$ cat src/hw/rtl/dnr_pkg.sv
// ---------------------------------------------------------------------------
// dnr_pkg
// Shared types, character codes and constants of the realm parser.
// ---------------------------------------------------------------------------
`default_nettype none

package dnr_pkg;

    // Default limit on the realm size, terminator included.
    localparam int MAX_REALM_DEF = 256;
    // Capacity after reset, before clamping to the limit.
    localparam int CAP_RESET     = 256;

    localparam int CHAR_W = 8;
    localparam int CAP_W  = 9;
    localparam int SP_W   = 9;
    localparam int DATA_W = 32;
    localparam int ADDR_W = 3;

    // Depth of the queue between front and back; a power of two.
    localparam int Q_DEPTH = 2;

    // Register indexes.
    localparam logic [ADDR_W-3:0] REG_CAPACITY = '0;

    localparam logic [CHAR_W-1:0] CH_SPACE  = 8'h20;
    localparam logic [CHAR_W-1:0] CH_COMMA  = 8'h2C;
    localparam logic [CHAR_W-1:0] CH_BSLASH = 8'h5C;
    localparam logic [CHAR_W-1:0] CH_EQUALS = 8'h3D;
    localparam logic [CHAR_W-1:0] CH_UP_D   = 8'h44;
    localparam logic [CHAR_W-1:0] CH_UP_C   = 8'h43;
    localparam logic [CHAR_W-1:0] CH_LOW_A  = 8'h61;
    localparam logic [CHAR_W-1:0] CH_LOW_Z  = 8'h7A;
    localparam logic [CHAR_W-1:0] CASE_GAP  = 8'h20;

    typedef enum logic [1:0] {
        ST_OK       = 2'd0,
        ST_EMPTY    = 2'd1,
        ST_TOO_LONG = 2'd2,
        ST_NO_DC    = 2'd3
    } t_status;

    // A classified byte as it travels from the front to the back.
    typedef struct packed {
        logic [CHAR_W-1:0] up_char;
        logic              last;
        logic              is_space;
        logic              is_comma;
        logic              is_bslash;
        logic              is_d;
        logic              is_c;
        logic              is_eq;
    } t_tok;

    // One result item.
    typedef struct packed {
        logic              has_char;
        logic              dot_before;
        logic [SP_W-1:0]   spaces_before;
        logic [CHAR_W-1:0] out_char;
        logic              done_res;
        t_status           status;
    } t_res;

endpackage

`default_nettype wire

$ cat src/hw/rtl/dnr_front.sv
// ---------------------------------------------------------------------------
// dnr_front
// Input stage: registers each byte together with its character class.
// ---------------------------------------------------------------------------
`default_nettype none

module dnr_front (
    input  wire logic                      i_clk,
    input  wire logic                      i_rst_n,
    input  wire logic                      i_valid,
    output logic                           o_stall,
    input  wire logic [dnr_pkg::CHAR_W-1:0] i_char,
    input  wire logic                      i_last,
    output logic                           o_tok_valid,
    output dnr_pkg::t_tok                  o_tok,
    input  wire logic                      i_q_full
);

    logic          r_valid;
    dnr_pkg::t_tok r_tok;
    dnr_pkg::t_tok n_tok;
    logic          push;
    logic          take;

    assign push        = r_valid && !i_q_full;
    assign o_stall     = r_valid && i_q_full;
    assign take        = i_valid && !o_stall;
    assign o_tok_valid = push;
    assign o_tok       = r_tok;

    always_comb begin
        n_tok.up_char = i_char;
        if (i_char inside {[dnr_pkg::CH_LOW_A:dnr_pkg::CH_LOW_Z]}) begin
            n_tok.up_char = i_char - dnr_pkg::CASE_GAP;
        end
        n_tok.last      = i_last;
        n_tok.is_space  = (i_char == dnr_pkg::CH_SPACE);
        n_tok.is_comma  = (i_char == dnr_pkg::CH_COMMA);
        n_tok.is_bslash = (i_char == dnr_pkg::CH_BSLASH);
        n_tok.is_eq     = (i_char == dnr_pkg::CH_EQUALS);
        n_tok.is_d      = (n_tok.up_char == dnr_pkg::CH_UP_D);
        n_tok.is_c      = (n_tok.up_char == dnr_pkg::CH_UP_C);
    end

    always_ff @(posedge i_clk) begin
        if (!i_rst_n) begin
            r_valid <= 1'b0;
        end else if (take) begin
            r_valid <= 1'b1;
        end else if (push) begin
            r_valid <= 1'b0;
        end
        if (take) begin
            r_tok <= n_tok;
        end
    end

endmodule

`default_nettype wire

$ cat src/hw/rtl/dnr_queue.sv
// ---------------------------------------------------------------------------
// dnr_queue
// Short queue of classified bytes between the front and the back.
// ---------------------------------------------------------------------------
`default_nettype none

module dnr_queue (
    input  wire logic    i_clk,
    input  wire logic    i_rst_n,
    input  wire logic    i_push,
    input  dnr_pkg::t_tok i_tok,
    output logic         o_full,
    output logic         o_valid,
    output dnr_pkg::t_tok o_tok,
    input  wire logic    i_pop
);

    localparam int QAW = (dnr_pkg::Q_DEPTH > 1) ? $clog2(dnr_pkg::Q_DEPTH) : 1;
    localparam int QCW = $clog2(dnr_pkg::Q_DEPTH + 1);

    dnr_pkg::t_tok   r_mem [dnr_pkg::Q_DEPTH];
    logic [QAW-1:0]  r_wptr;
    logic [QAW-1:0]  r_rptr;
    logic [QCW-1:0]  r_count;

    assign o_full  = (r_count == QCW'(dnr_pkg::Q_DEPTH));
    assign o_valid = (r_count != '0);
    assign o_tok   = r_mem[r_rptr];

    always_ff @(posedge i_clk) begin
        if (!i_rst_n) begin
            r_wptr  <= '0;
            r_rptr  <= '0;
            r_count <= '0;
        end else begin
            if (i_push) begin
                r_wptr <= r_wptr + QAW'(1);
            end
            if (i_pop) begin
                r_rptr <= r_rptr + QAW'(1);
            end
            if (i_push && !i_pop) begin
                r_count <= r_count + QCW'(1);
            end else if (i_pop && !i_push) begin
                r_count <= r_count - QCW'(1);
            end
        end
        if (i_push) begin
            r_mem[r_wptr] <= i_tok;
        end
    end

endmodule

`default_nettype wire

$ cat src/hw/rtl/dnr_back.sv
// ---------------------------------------------------------------------------
// dnr_back
// Parser proper: walks the component phases, builds the realm and holds
// the result item in an output register.
// ---------------------------------------------------------------------------
`default_nettype none

module dnr_back #(
    parameter int MAX_REALM = dnr_pkg::MAX_REALM_DEF
) (
    input  wire logic                     i_clk,
    input  wire logic                     i_rst_n,
    input  wire logic                     i_tok_valid,
    input  dnr_pkg::t_tok                 i_tok,
    output logic                          o_tok_pop,
    input  wire logic [dnr_pkg::CAP_W-1:0] i_cap,
    output logic                          o_res_valid,
    output dnr_pkg::t_res                 o_res,
    input  wire logic                     i_res_stall
);

    localparam int CW = $clog2(MAX_REALM + 1);
    localparam int NW = CW + dnr_pkg::CAP_W + 1;

    typedef enum logic [2:0] {
        PH_START,
        PH_D,
        PH_DC,
        PH_VALUE,
        PH_SKIP
    } t_phase;

    t_phase           r_phase, n_phase;
    logic             r_esc, n_esc;
    logic [CW-1:0]    r_held, n_held;
    logic             r_vnz, n_vnz;
    logic [CW-1:0]    r_realm, n_realm;
    logic             r_seen, n_seen;
    dnr_pkg::t_status r_err, n_err;
    logic             r_res_valid;
    dnr_pkg::t_res    r_res, n_res;

    logic             pop;
    logic             end_comp;
    logic             vbyte;
    logic             has;
    logic             dot;
    logic [NW-1:0]    need;

    assign pop         = i_tok_valid && (!r_res_valid || !i_res_stall);
    assign o_tok_pop   = pop;
    assign o_res_valid = r_res_valid;
    assign o_res       = r_res;

    always_comb begin
        n_phase  = r_phase;
        n_esc    = r_esc;
        n_held   = r_held;
        n_vnz    = r_vnz;
        n_realm  = r_realm;
        n_seen   = r_seen;
        n_err    = r_err;
        end_comp = 1'b0;
        vbyte    = 1'b0;
        has      = 1'b0;
        dot      = !r_vnz && r_seen;
        need     = NW'(r_realm) + NW'(dot) + NW'(r_held) + NW'(1);

        if (r_err == dnr_pkg::ST_OK) begin
            if (r_esc) begin
                n_esc = 1'b0;
                vbyte = (r_phase == PH_VALUE);
            end else if (i_tok.is_comma) begin
                end_comp = 1'b1;
            end else begin
                case (r_phase)
                    PH_START: begin
                        if (!i_tok.is_space) begin
                            if (i_tok.is_d) begin
                                n_phase = PH_D;
                            end else begin
                                n_phase = PH_SKIP;
                                n_esc   = i_tok.is_bslash;
                            end
                        end
                    end
                    PH_D: begin
                        if (i_tok.is_c) begin
                            n_phase = PH_DC;
                        end else begin
                            n_phase = PH_SKIP;
                            n_esc   = i_tok.is_bslash;
                        end
                    end
                    PH_DC: begin
                        if (i_tok.is_eq) begin
                            n_phase = PH_VALUE;
                        end else begin
                            n_phase = PH_SKIP;
                            n_esc   = i_tok.is_bslash;
                        end
                    end
                    PH_VALUE: begin
                        n_esc = i_tok.is_bslash;
                        vbyte = 1'b1;
                    end
                    default: begin
                        n_esc = i_tok.is_bslash;
                    end
                endcase
            end
        end

        // End of a component at an unescaped comma.
        if (end_comp) begin
            if (r_phase == PH_VALUE) begin
                if (!r_vnz) begin
                    n_err = dnr_pkg::ST_EMPTY;
                end else begin
                    n_seen = 1'b1;
                end
            end
            n_phase = PH_START;
            n_esc   = 1'b0;
            n_held  = '0;
            n_vnz   = 1'b0;
        end

        // A byte of a DC value: spaces are held, others are emitted if they fit the capacity.
        if (vbyte) begin
            if (i_tok.is_space) begin
                if (r_held < CW'(MAX_REALM)) begin
                    n_held = r_held + CW'(1);
                end
            end else if (need >= NW'(i_cap)) begin
                n_err = dnr_pkg::ST_TOO_LONG;
            end else begin
                has     = 1'b1;
                n_realm = CW'(need);
                n_vnz   = 1'b1;
                n_held  = '0;
            end
        end

        // The last byte closes the open component and settles the status.
        if (i_tok.last) begin
            if (n_err == dnr_pkg::ST_OK && n_phase == PH_VALUE) begin
                if (!n_vnz) begin
                    n_err = dnr_pkg::ST_EMPTY;
                end else begin
                    n_seen = 1'b1;
                end
            end
            if (n_err == dnr_pkg::ST_OK && !n_seen) begin
                n_err = dnr_pkg::ST_NO_DC;
            end
        end

        n_res.has_char      = has;
        n_res.dot_before    = has && dot;
        n_res.spaces_before = has ? dnr_pkg::SP_W'(r_held) : '0;
        n_res.out_char      = has ? i_tok.up_char : '0;
        n_res.done_res      = i_tok.last;
        n_res.status        = n_err;

        if (i_tok.last) begin
            n_phase = PH_START;
            n_esc   = 1'b0;
            n_held  = '0;
            n_vnz   = 1'b0;
            n_realm = '0;
            n_seen  = 1'b0;
            n_err   = dnr_pkg::ST_OK;
        end
    end

    always_ff @(posedge i_clk) begin
        if (!i_rst_n) begin
            r_phase     <= PH_START;
            r_esc       <= 1'b0;
            r_held      <= '0;
            r_vnz       <= 1'b0;
            r_realm     <= '0;
            r_seen      <= 1'b0;
            r_err       <= dnr_pkg::ST_OK;
            r_res_valid <= 1'b0;
        end else if (pop) begin
            r_phase     <= n_phase;
            r_esc       <= n_esc;
            r_held      <= n_held;
            r_vnz       <= n_vnz;
            r_realm     <= n_realm;
            r_seen      <= n_seen;
            r_err       <= n_err;
            r_res_valid <= n_res.has_char || n_res.done_res;
        end else if (!i_res_stall) begin
            r_res_valid <= 1'b0;
        end
        if (pop) begin
            r_res <= n_res;
        end
    end

endmodule

`default_nettype wire

$ cat src/hw/rtl/dn_to_realm_parser.sv
// A result item passes through the front register, the queue and the output register of the back.
// Throughput: one input byte per cycle sustained while the output side does not stall.
// Bytes that produce no result still pass through the back and advance its parse state.
// Reset is synchronous and active low; it clears the parse state and the queue and sets
// the realm capacity to 256 bytes, clamped to MAX_REALM.
// ---------------------------------------------------------------------------
// dn_to_realm_parser
// Builds a Kerberos-style realm from the DC components of a distinguished
// name that arrives one byte per item.
// ---------------------------------------------------------------------------
`default_nettype none

module dn_to_realm_parser #(
    // Upper limit on the realm capacity and saturation point of held spaces.
    parameter int MAX_REALM = dnr_pkg::MAX_REALM_DEF
) (
    input  wire logic                       i_clk,
    input  wire logic                       i_rst_n,

    // Input channel: one name byte per item.
    input  wire logic                       i_in_valid,
    output logic                            o_in_stall,
    input  wire logic [dnr_pkg::CHAR_W-1:0] i_in_char,
    input  wire logic                       i_in_last,

    // Output channel: at most one result item per input item.
    output logic                            o_out_valid,
    input  wire logic                       i_out_stall,
    output logic                            o_has_char,
    output logic                            o_dot_before,
    output logic [dnr_pkg::SP_W-1:0]        o_spaces_before,
    output logic [dnr_pkg::CHAR_W-1:0]      o_out_char,
    output logic                            o_done_res,
    output logic [1:0]                      o_status,

    // Configuration port.
    input  wire logic                       psel,
    input  wire logic                       penable,
    input  wire logic                       pwrite,
    input  wire logic [dnr_pkg::ADDR_W-1:0] paddr,
    input  wire logic [dnr_pkg::DATA_W-1:0] pwdata,
    output logic [dnr_pkg::DATA_W-1:0]      prdata,
    output logic                            pready
);

    // The capacity after reset, already clamped to the limit.
    localparam int CAP_INIT = (dnr_pkg::CAP_RESET > MAX_REALM) ? MAX_REALM
                                                               : dnr_pkg::CAP_RESET;

    logic [dnr_pkg::CAP_W-1:0] r_cap;
    logic [dnr_pkg::CAP_W-1:0] n_cap;
    logic                      cfg_hit;
    logic                      cfg_wr;

    logic          fr_tok_valid;
    dnr_pkg::t_tok fr_tok;
    logic          q_full;
    logic          q_valid;
    dnr_pkg::t_tok q_tok;
    logic          bk_pop;
    dnr_pkg::t_res bk_res;

    // -----------------------------------------------------------------------
    // Configuration. The only register is the realm capacity at index zero.
    // A written value of zero acts as one, and values above the limit are
    // clamped, so the stored value is always the effective capacity and a
    // read returns exactly that.
    // -----------------------------------------------------------------------
    assign pready  = 1'b1;
    assign cfg_hit = (paddr[dnr_pkg::ADDR_W-1:2] == dnr_pkg::REG_CAPACITY);
    assign cfg_wr  = psel && penable && pwrite && pready && cfg_hit;
    assign prdata  = cfg_hit ? dnr_pkg::DATA_W'(r_cap) : '0;

    always_comb begin
        n_cap = pwdata[dnr_pkg::CAP_W-1:0];
        if (n_cap == '0) begin
            n_cap = dnr_pkg::CAP_W'(1);
        end else if (int'(n_cap) > MAX_REALM) begin
            n_cap = dnr_pkg::CAP_W'(MAX_REALM);
        end
    end

    always_ff @(posedge i_clk) begin
        if (!i_rst_n) begin
            r_cap <= dnr_pkg::CAP_W'(CAP_INIT);
        end else if (cfg_wr) begin
            r_cap <= n_cap;
        end
    end

    // -----------------------------------------------------------------------
    // Front: registers each accepted item and classifies the byte (space,
    // comma, backslash, the letters of "DC=" in either case) and upper-cases
    // it. It stalls the sender only when its stage is full and the queue
    // cannot take the item it holds.
    // -----------------------------------------------------------------------
    dnr_front u_front (
        .i_clk       (i_clk),
        .i_rst_n     (i_rst_n),
        .i_valid     (i_in_valid),
        .o_stall     (o_in_stall),
        .i_char      (i_in_char),
        .i_last      (i_in_last),
        .o_tok_valid (fr_tok_valid),
        .o_tok       (fr_tok),
        .i_q_full    (q_full)
    );

    // -----------------------------------------------------------------------
    // Queue: decouples the front from the back so that a stall on the output
    // side does not immediately reach the input side.
    // -----------------------------------------------------------------------
    dnr_queue u_queue (
        .i_clk   (i_clk),
        .i_rst_n (i_rst_n),
        .i_push  (fr_tok_valid),
        .i_tok   (fr_tok),
        .o_full  (q_full),
        .o_valid (q_valid),
        .o_tok   (q_tok),
        .i_pop   (bk_pop)
    );

    // -----------------------------------------------------------------------
    // Back: the component parser. It takes one classified byte per cycle
    // whenever its output register is free or being emptied, updates the
    // phase, the held spaces and the realm length, and loads a result item
    // for every emitted realm byte and for the last byte of the name.
    // -----------------------------------------------------------------------
    dnr_back #(
        .MAX_REALM (MAX_REALM)
    ) u_back (
        .i_clk       (i_clk),
        .i_rst_n     (i_rst_n),
        .i_tok_valid (q_valid),
        .i_tok       (q_tok),
        .o_tok_pop   (bk_pop),
        .i_cap       (r_cap),
        .o_res_valid (o_out_valid),
        .o_res       (bk_res),
        .i_res_stall (i_out_stall)
    );

    assign o_has_char      = bk_res.has_char;
    assign o_dot_before    = bk_res.dot_before;
    assign o_spaces_before = bk_res.spaces_before;
    assign o_out_char      = bk_res.out_char;
    assign o_done_res      = bk_res.done_res;
    assign o_status        = bk_res.status;

endmodule

`default_nettype wire

$ cat config.mk
export PLATFORM = sky130hd
export DESIGN_NAME = dn_to_realm_parser
export DESIGN_NICKNAME = d
export VERILOG_FILES = /design/src/hw/rtl/dnr_pkg.sv /design/src/hw/rtl/dnr_front.sv /design/src/hw/rtl/dnr_queue.sv /design/src/hw/rtl/dnr_back.sv /design/src/hw/rtl/dn_to_realm_parser.sv
export SDC_FILE = /design/constraint.sdc
export NUM_CORES = 1
export LEC_CHECK = 0
export ABC_AREA = 1
export BUFFER_PORTS_ARGS = -buffer_cell sky130_fd_sc_hd__buf_2
export CAP_MARGIN = 25
export CORE_ASPECT_RATIO = 0.8
export CORE_MARGIN = 4
export CORE_UTILIZATION = 48
export CTS_BUF_LIST = sky130_fd_sc_hd__clkbuf_4 sky130_fd_sc_hd__clkbuf_8 sky130_fd_sc_hd__clkbuf_16
export CTS_CLUSTER_DIAMETER = 150
export CTS_CLUSTER_SIZE = 14
export DETAILED_ROUTE_END_ITERATION = 8
export PLACE_DENSITY = 0.7
export SLEW_MARGIN = 20
export SYNTH_ARGS = -nofsm -noshare
export SYNTH_HDL_FRONTEND = slang
export SYNTH_HIERARCHICAL = 1
export SYNTH_SLANG_ARGS = --single-unit
$ cat constraint.sdc
create_clock -name i_clk -period 8.42 [get_ports i_clk]
set_clock_uncertainty 0.05 [all_clocks]
set_input_delay 1.684 -clock i_clk [delete_from_list [all_inputs] [get_ports i_clk]]
set_output_delay 1.684 -clock i_clk [all_outputs]
set_load 0.005 [all_outputs]
* After elaboration in Yosys (flattened, before gate mapping) *
Memories as Yosys holds them, arrays and structs flattened. A register that Yosys moved wholly into a read port is not among the register bits.
Cells that the tools add are included.

word-level totals
  flip-flop bits (word level) = 78
  latch bits = 0
  bits in writable memories = 30
  bits in read-only memories = 0
  bits of input ports = 51
  output and inout port bits = 57
  memories = 1

operators by class
  add/subtract/negate cells = 9
  multiply operators = 0
  div/mod/pow operators = 0
  order comparisons = 5
  equal/unequal tests = 14
  shift operators = 0
  mux-type cells = 78
  bitwise operators = 1
  reductions and logical operators = 36

memory list
  memory         depth  width  read ports  clocked after Yosys merged registers in  write ports  line             source
  u_queue.r_mem  2      15     1           1                                        1            dnr_queue.sv:21  dnr_pkg::t_tok r_mem [dnr_pkg::Q_DEPTH];

operators by type and width
  operator                                                            number
  2-to-1 mux 9 bit                                                    13
  2-to-1 mux 1 bit                                                    39
  2-to-1 mux 2 bit                                                    14
  2-to-1 mux 3 bit                                                    9
  equality test 8 x 6 -> 1 bit (second input constant)                3
  equality test 8 x 7 -> 1 bit (second input constant)                3
  adder 19 x 1 -> 19 bit (second input constant)                      1
  adder 19 x 9 -> 19 bit                                              1
  greater-or-equal comparator 19 x 9 -> 1 bit                         1
  logical AND 1 bit                                                   14
  adder 9 x 1 -> 10 bit                                               1
  adder 9 x 1 -> 9 bit (second input constant)                        1
  equality test 3 x 2 -> 1 bit (second input constant)                3
  greater-than comparator 9 bit (second input constant)               1
  logical NOT 9 bit                                                   1
  less-than comparator 9 bit (second input constant)                  1
  one-hot mux 3 bit (3 select lines)                                  1
  greater-or-equal comparator 8 x 7 -> 1 bit (second input constant)  1
  less-or-equal comparator 8 x 7 -> 1 bit (second input constant)     1
  logical NOT 1 bit                                                   8
  2-to-1 mux 8 bit                                                    1
  nonzero test 2 bit                                                  4
  subtractor 8 x 6 -> 8 bit (second input constant)                   1
  logical NOT 2 bit                                                   3
  other kinds (13)                                                    17

* Longest topological paths before layout *
  word-level depth = 18
  depth in mapped cells = 25
  depth with buffers taken out = 25

* By module *
The synthesis kept the hierarchy.

by module, submodules not included
  module              times used  cells each  area each (um^2)  sequential area each (um^2)
  dnr_back            1           427         3,219.3           1,201.2
  dnr_queue           1           82          1,366.3           1,001.0
  dnr_front           1           73          757.0             470.5
  dn_to_realm_parser  1           95          668.1             180.2

* Worst setup path before layout *
No wires, ideal clock.

  path kind = in2out
  start point = in paddr[2] (netlist name)
  end point = out prdata[0] (netlist name)
  data arrival time = 1.928 ns
  path slack = 4.758 ns
  cell stages on the path = 2
  cells stage by stage = buf_6 nor2_1

on the way
  cells in the longest elaborated chain, start to end = 1

RTL lines
  element           line                      source
  from (decl)       dn_to_realm_parser.sv:40  input wire logic [dnr_pkg::ADDR_W-1:0] paddr,
  2-to-1 mux 9 bit  dn_to_realm_parser.sv:72  assign prdata = cfg_hit ? dnr_pkg::DATA_W'(r_cap) : '0;
  to (decl)         dn_to_realm_parser.sv:42  output logic [dnr_pkg::DATA_W-1:0] prdata,

Every way passes these cells.

==> results.py <==
metrics = {
    "logic_synthesis": {
        "ys_async_sr_fraction": 0,
        "syn_avg_cell_area_um2": 8.88,
        "synth.distinct_cells": 52,
        "synth_edf_count": 67,
        "seq_area_frac_synth": 0.475,
        "ys_ff_latch": 109,
        "ys_warn_count": 6,
        "synthesis.area_um2": 6010,
        "synth-main-ff-cell": "edfxtp_1",
        "synthCells": 677,
    },
    "place": {
        "place_inst": 894,
        "port_buffers": 58,
        "place_ws_ns": 4.15,
        "gp_congestion": 0.930,
        "hpwlAfterDp_um": 9200,
    },
    "clocking": {
        "cts_tree": "built",
        "postCtsSetupBuffers": 0,
        "h-tree-depth": 3,
        "numCtsBuffers": 9,
        "clkSlewWorstSetupHoldPaths_ns": 0.07,
        "clock_latency_ns": 0.35,
        "postCtsHoldBufs": 0,
        "cts_sinks": 109,
        "cts_max_path_buffers": 2,
        "ctsResizeCount": 0,
        "cts-root-buf": "clkbuf_16",
    },
    "grt": {
        "grt_pass1_vias": 4344,
        "antenna_found_initial": 0,
        "gr-usage-all-layers": 0.174,
        "grt_pass1_wl_um": 20400,
        "grt.overflow.total": 0,
        "grt_max_degree": 28,
    },
    "floorplanning": {
        "fp.dieArea_um2": 14400,
        "coreArea_um2": 12200,
        "core.rowCount": 36,
        "dieWidth_um": 133,
        "io_pins": 108,
        "start_util": 0.492,
        "die_height_um": 108,
    },
    "setup_path": {
        "end_kind": "register",
        "worstSetupStartpointType": "register",
        "cp.depth": 20,
        "slowest_delay_ns": 0.47,
        "r2r-end": "u_back/o_res[0]$_DFFE_PP_",
        "worstPathArrival_ns": 4.19,
        "cp_slowest_cell": "dfxtp_1",
        "r2r_cells": 20,
        "cp_top_family": "simple AND/OR/NAND/NOR gates",
        "crit_fanout": 24,
        "crit_chain": "ha_1, ha_1, nand2_1, nand2_1, a31oi_1, o21ai_0, a31oi_1, xnor2_1, ha_1, a21oi_1, o31a_1, nand2_1, nand2_1, nand4_4, nand2_1, inv_2, nor2_1, nor2_1, nor2_1, nor2_1",
        "required_ns": 8.47,
        "crit_type": "reg -> reg",
        "worst-path-buf-inv": 1,
        "reg2reg_slack_ns": 4.28,
        "cp_common_cell": "nand2_1",
        "r2r-start": "u_back/r_held[2]$_SDFFE_PN0P_",
    },
    "timing": {
        "slew-limit-headroom": 0.408,
        "period_needed_ns": 4.14,
        "setup_viol": 0,
        "timing.setup.tns_ns": 0,
        "grt_setup_unrepaired": "no",
        "worst_slew_pin_slew_ns": 0.887,
        "final-max-slew-violation-count": 0,
        "max_freq_ghz": 0.242,
        "layout_setup_ws_ns": 4.28,
        "period_share": 0.491,
        "finalHoldViolations": 0,
    },
    "route": {
        "post-route-drc-count": 0,
        "avgViaCountPerCell": 5.06,
        "drtAntennaViolNets": 0,
        "drtIter0Drc": 399,
        "wire_per_inst_um": 13.6,
        "via_count": 4610,
        "dr.pass1.iters": 5,
        "totalWireLength_um": 12400,
    },
    "worst_hold_path": {
        "min-delay-start": "u_front/o_tok[2]$_DFFE_PP_",
        "hold_path_class": "reg -> reg",
        "whs_endpoint": "u_queue/r_mem[1][2]$_DFFE_PP_",
        "whs_path_depth": 0,
    },
    "job": {
        "drv_cap": 0,
    },
    "layout": {
        "layout_common_cells": "139 x nand2_1, 92 x inv_1, 80 x nor2_1",
        "layout-drive-gt1-share": 0.168,
        "fin_cells": 911,
        "diodes": 0,
        "syn2layout_area_growth_pct": 10.6,
        "layout_commonest_cell": "nand2_1",
        "nets": 818,
        "fin_util": 0.545,
    },
    "power_and_ir_drop": {
        "max-vdd-ir-drop_mv": 0.123,
        "leakage_nw": 2.91,
        "power_density_nw_per_um2": 220,
    },
    "run_status": {
        "status": "completed",
    },
}
cell usage after synthesis, types with 3 or more instances:
library cell,instances,area (um^2)
nand2_1,139,522
inv_1,93,349
nor2_1,80,300
edfxtp_1,67,2010
a21oi_1,43,215
dfxtp_1,42,841
ha_1,31,388
nand3_1,28,140
buf_4,25,188
o21ai_0,12,60.1
mux2_4,10,150
nand4_1,6,37.5
a31oi_1,5,31.3
clkbuf_1,5,18.8
inv_2,5,18.8
mux2_2,5,56.3
nand2_2,5,31.3
nor2_2,5,31.3
nor3_1,5,25.0
a22oi_1,4,30.0
nand3_2,4,40.0
nor4_1,4,25.0
xor2_1,4,35.0
clkinv_1,3,11.3
nor2_4,3,33.8
o211ai_1,3,22.5
o22ai_1,3,18.8
xnor2_1,3,26.3
per-stage QoR:
| stage | hold WS (ns) | cell area, um^2 | total power [mW] |
|---|---|---|---|
| floorplan | 0.371 | 6090 | 0.962 |
| global placement | 0.375 | 6350 | 1.05 |
| detailed placement | 0.384 | 6350 | 1.07 |
| CTS | 0.393 | 6620 | 1.46 |
| global route | 0.398 | 6650 | 1.54 |
| finish | 0.394 | 6650 | 1.46 |
state kept, by name (all words and copies together) (netlist names), 2 cells and up, named ones only:
signal and cells:
r_cap 9, u_back/o_res 22, u_back/r_err 2, u_back/r_held 9, u_back/r_phase 3, u_back/r_realm 9, u_front/o_tok 15, u_queue/r_count 2
u_queue/r_mem 30
cell families (layout without fill, tap and decap cells):
family | count (synthesis) | count (layout) | share of synthesized area
AND/OR/NAND/NOR | 286 | 286 | 0.213
flip-flops | 109 | 109 | 0.475
XOR/XNOR | 7 | 7 | 0.0102
AO/OA/AOI/OAI | 88 | 88 | 0.0912
multiplexers | 15 | 15 | 0.0343
buffers and inverters | 138 | 179 | 0.108
adder cells (fa/ha/maj) | 32 | 32 | 0.0679
other | 2 | 24 | 0.00125
metal layers:
layer | vias up | GRT usage | part of all wire
met4 | 0 | 0.0448 | 0.012
met3 | 18 | 0.0344 | 0.056
met2 | 162 | 0.276 | 0.44
met5 | - | 0 | 0
li1 | 2296 | - | -
met1 | 2134 | 0.246 | 0.49
report_power, final:
| part | switching [mW] | internal (mW) | leakage, nW |
|---|---|---|---|
| registers | 0.0411 | 0.669 | 0.986 |
| logic | 0.220 | 0.141 | 1.79 |
| clock network | 0.187 | 0.204 | 0.135 |
| total | 0.448 | 1.01 | 2.91 |
how the worst max path moves through the flow:
stage | to | slack (ns) | from
finish | u_back/o_res[0]$_DFFE_PP_ | 4.28 | u_back/r_held[2]$_SDFFE_PN0P_
global route | u_back/o_res[0]$_DFFE_PP_ | 3.92 | u_back/r_held[2]$_SDFFE_PN0P_
CTS | u_back/o_res[0]$_DFFE_PP_ | 4.29 | u_back/r_held[2]$_SDFFE_PN0P_
detailed placement | u_queue/r_count[1]$_SDFFE_PN0P_ | 4.15 | i_out_stall
global placement | u_queue/r_count[1]$_SDFFE_PN0P_ | 4.26 | i_out_stall
floorplan | prdata[0] | 4.76 | paddr[2]
final cells by class:
| type | instances | area [um^2] |
|---|---|---|
| Inverter | 102 | 384 |
| Fill cell | 1101 | 5560 |
| Clock inverter | 6 | 38.8 |
| Multi-Input combinational cell | 452 | 2590 |
| Clock buffer | 10 | 233 |
| Tap cell | 171 | 214 |
| Timing Repair Buffer | 61 | 333 |
| Sequential cell | 109 | 2850 |
Note: power is estimated with default switching activity, not from simulation.
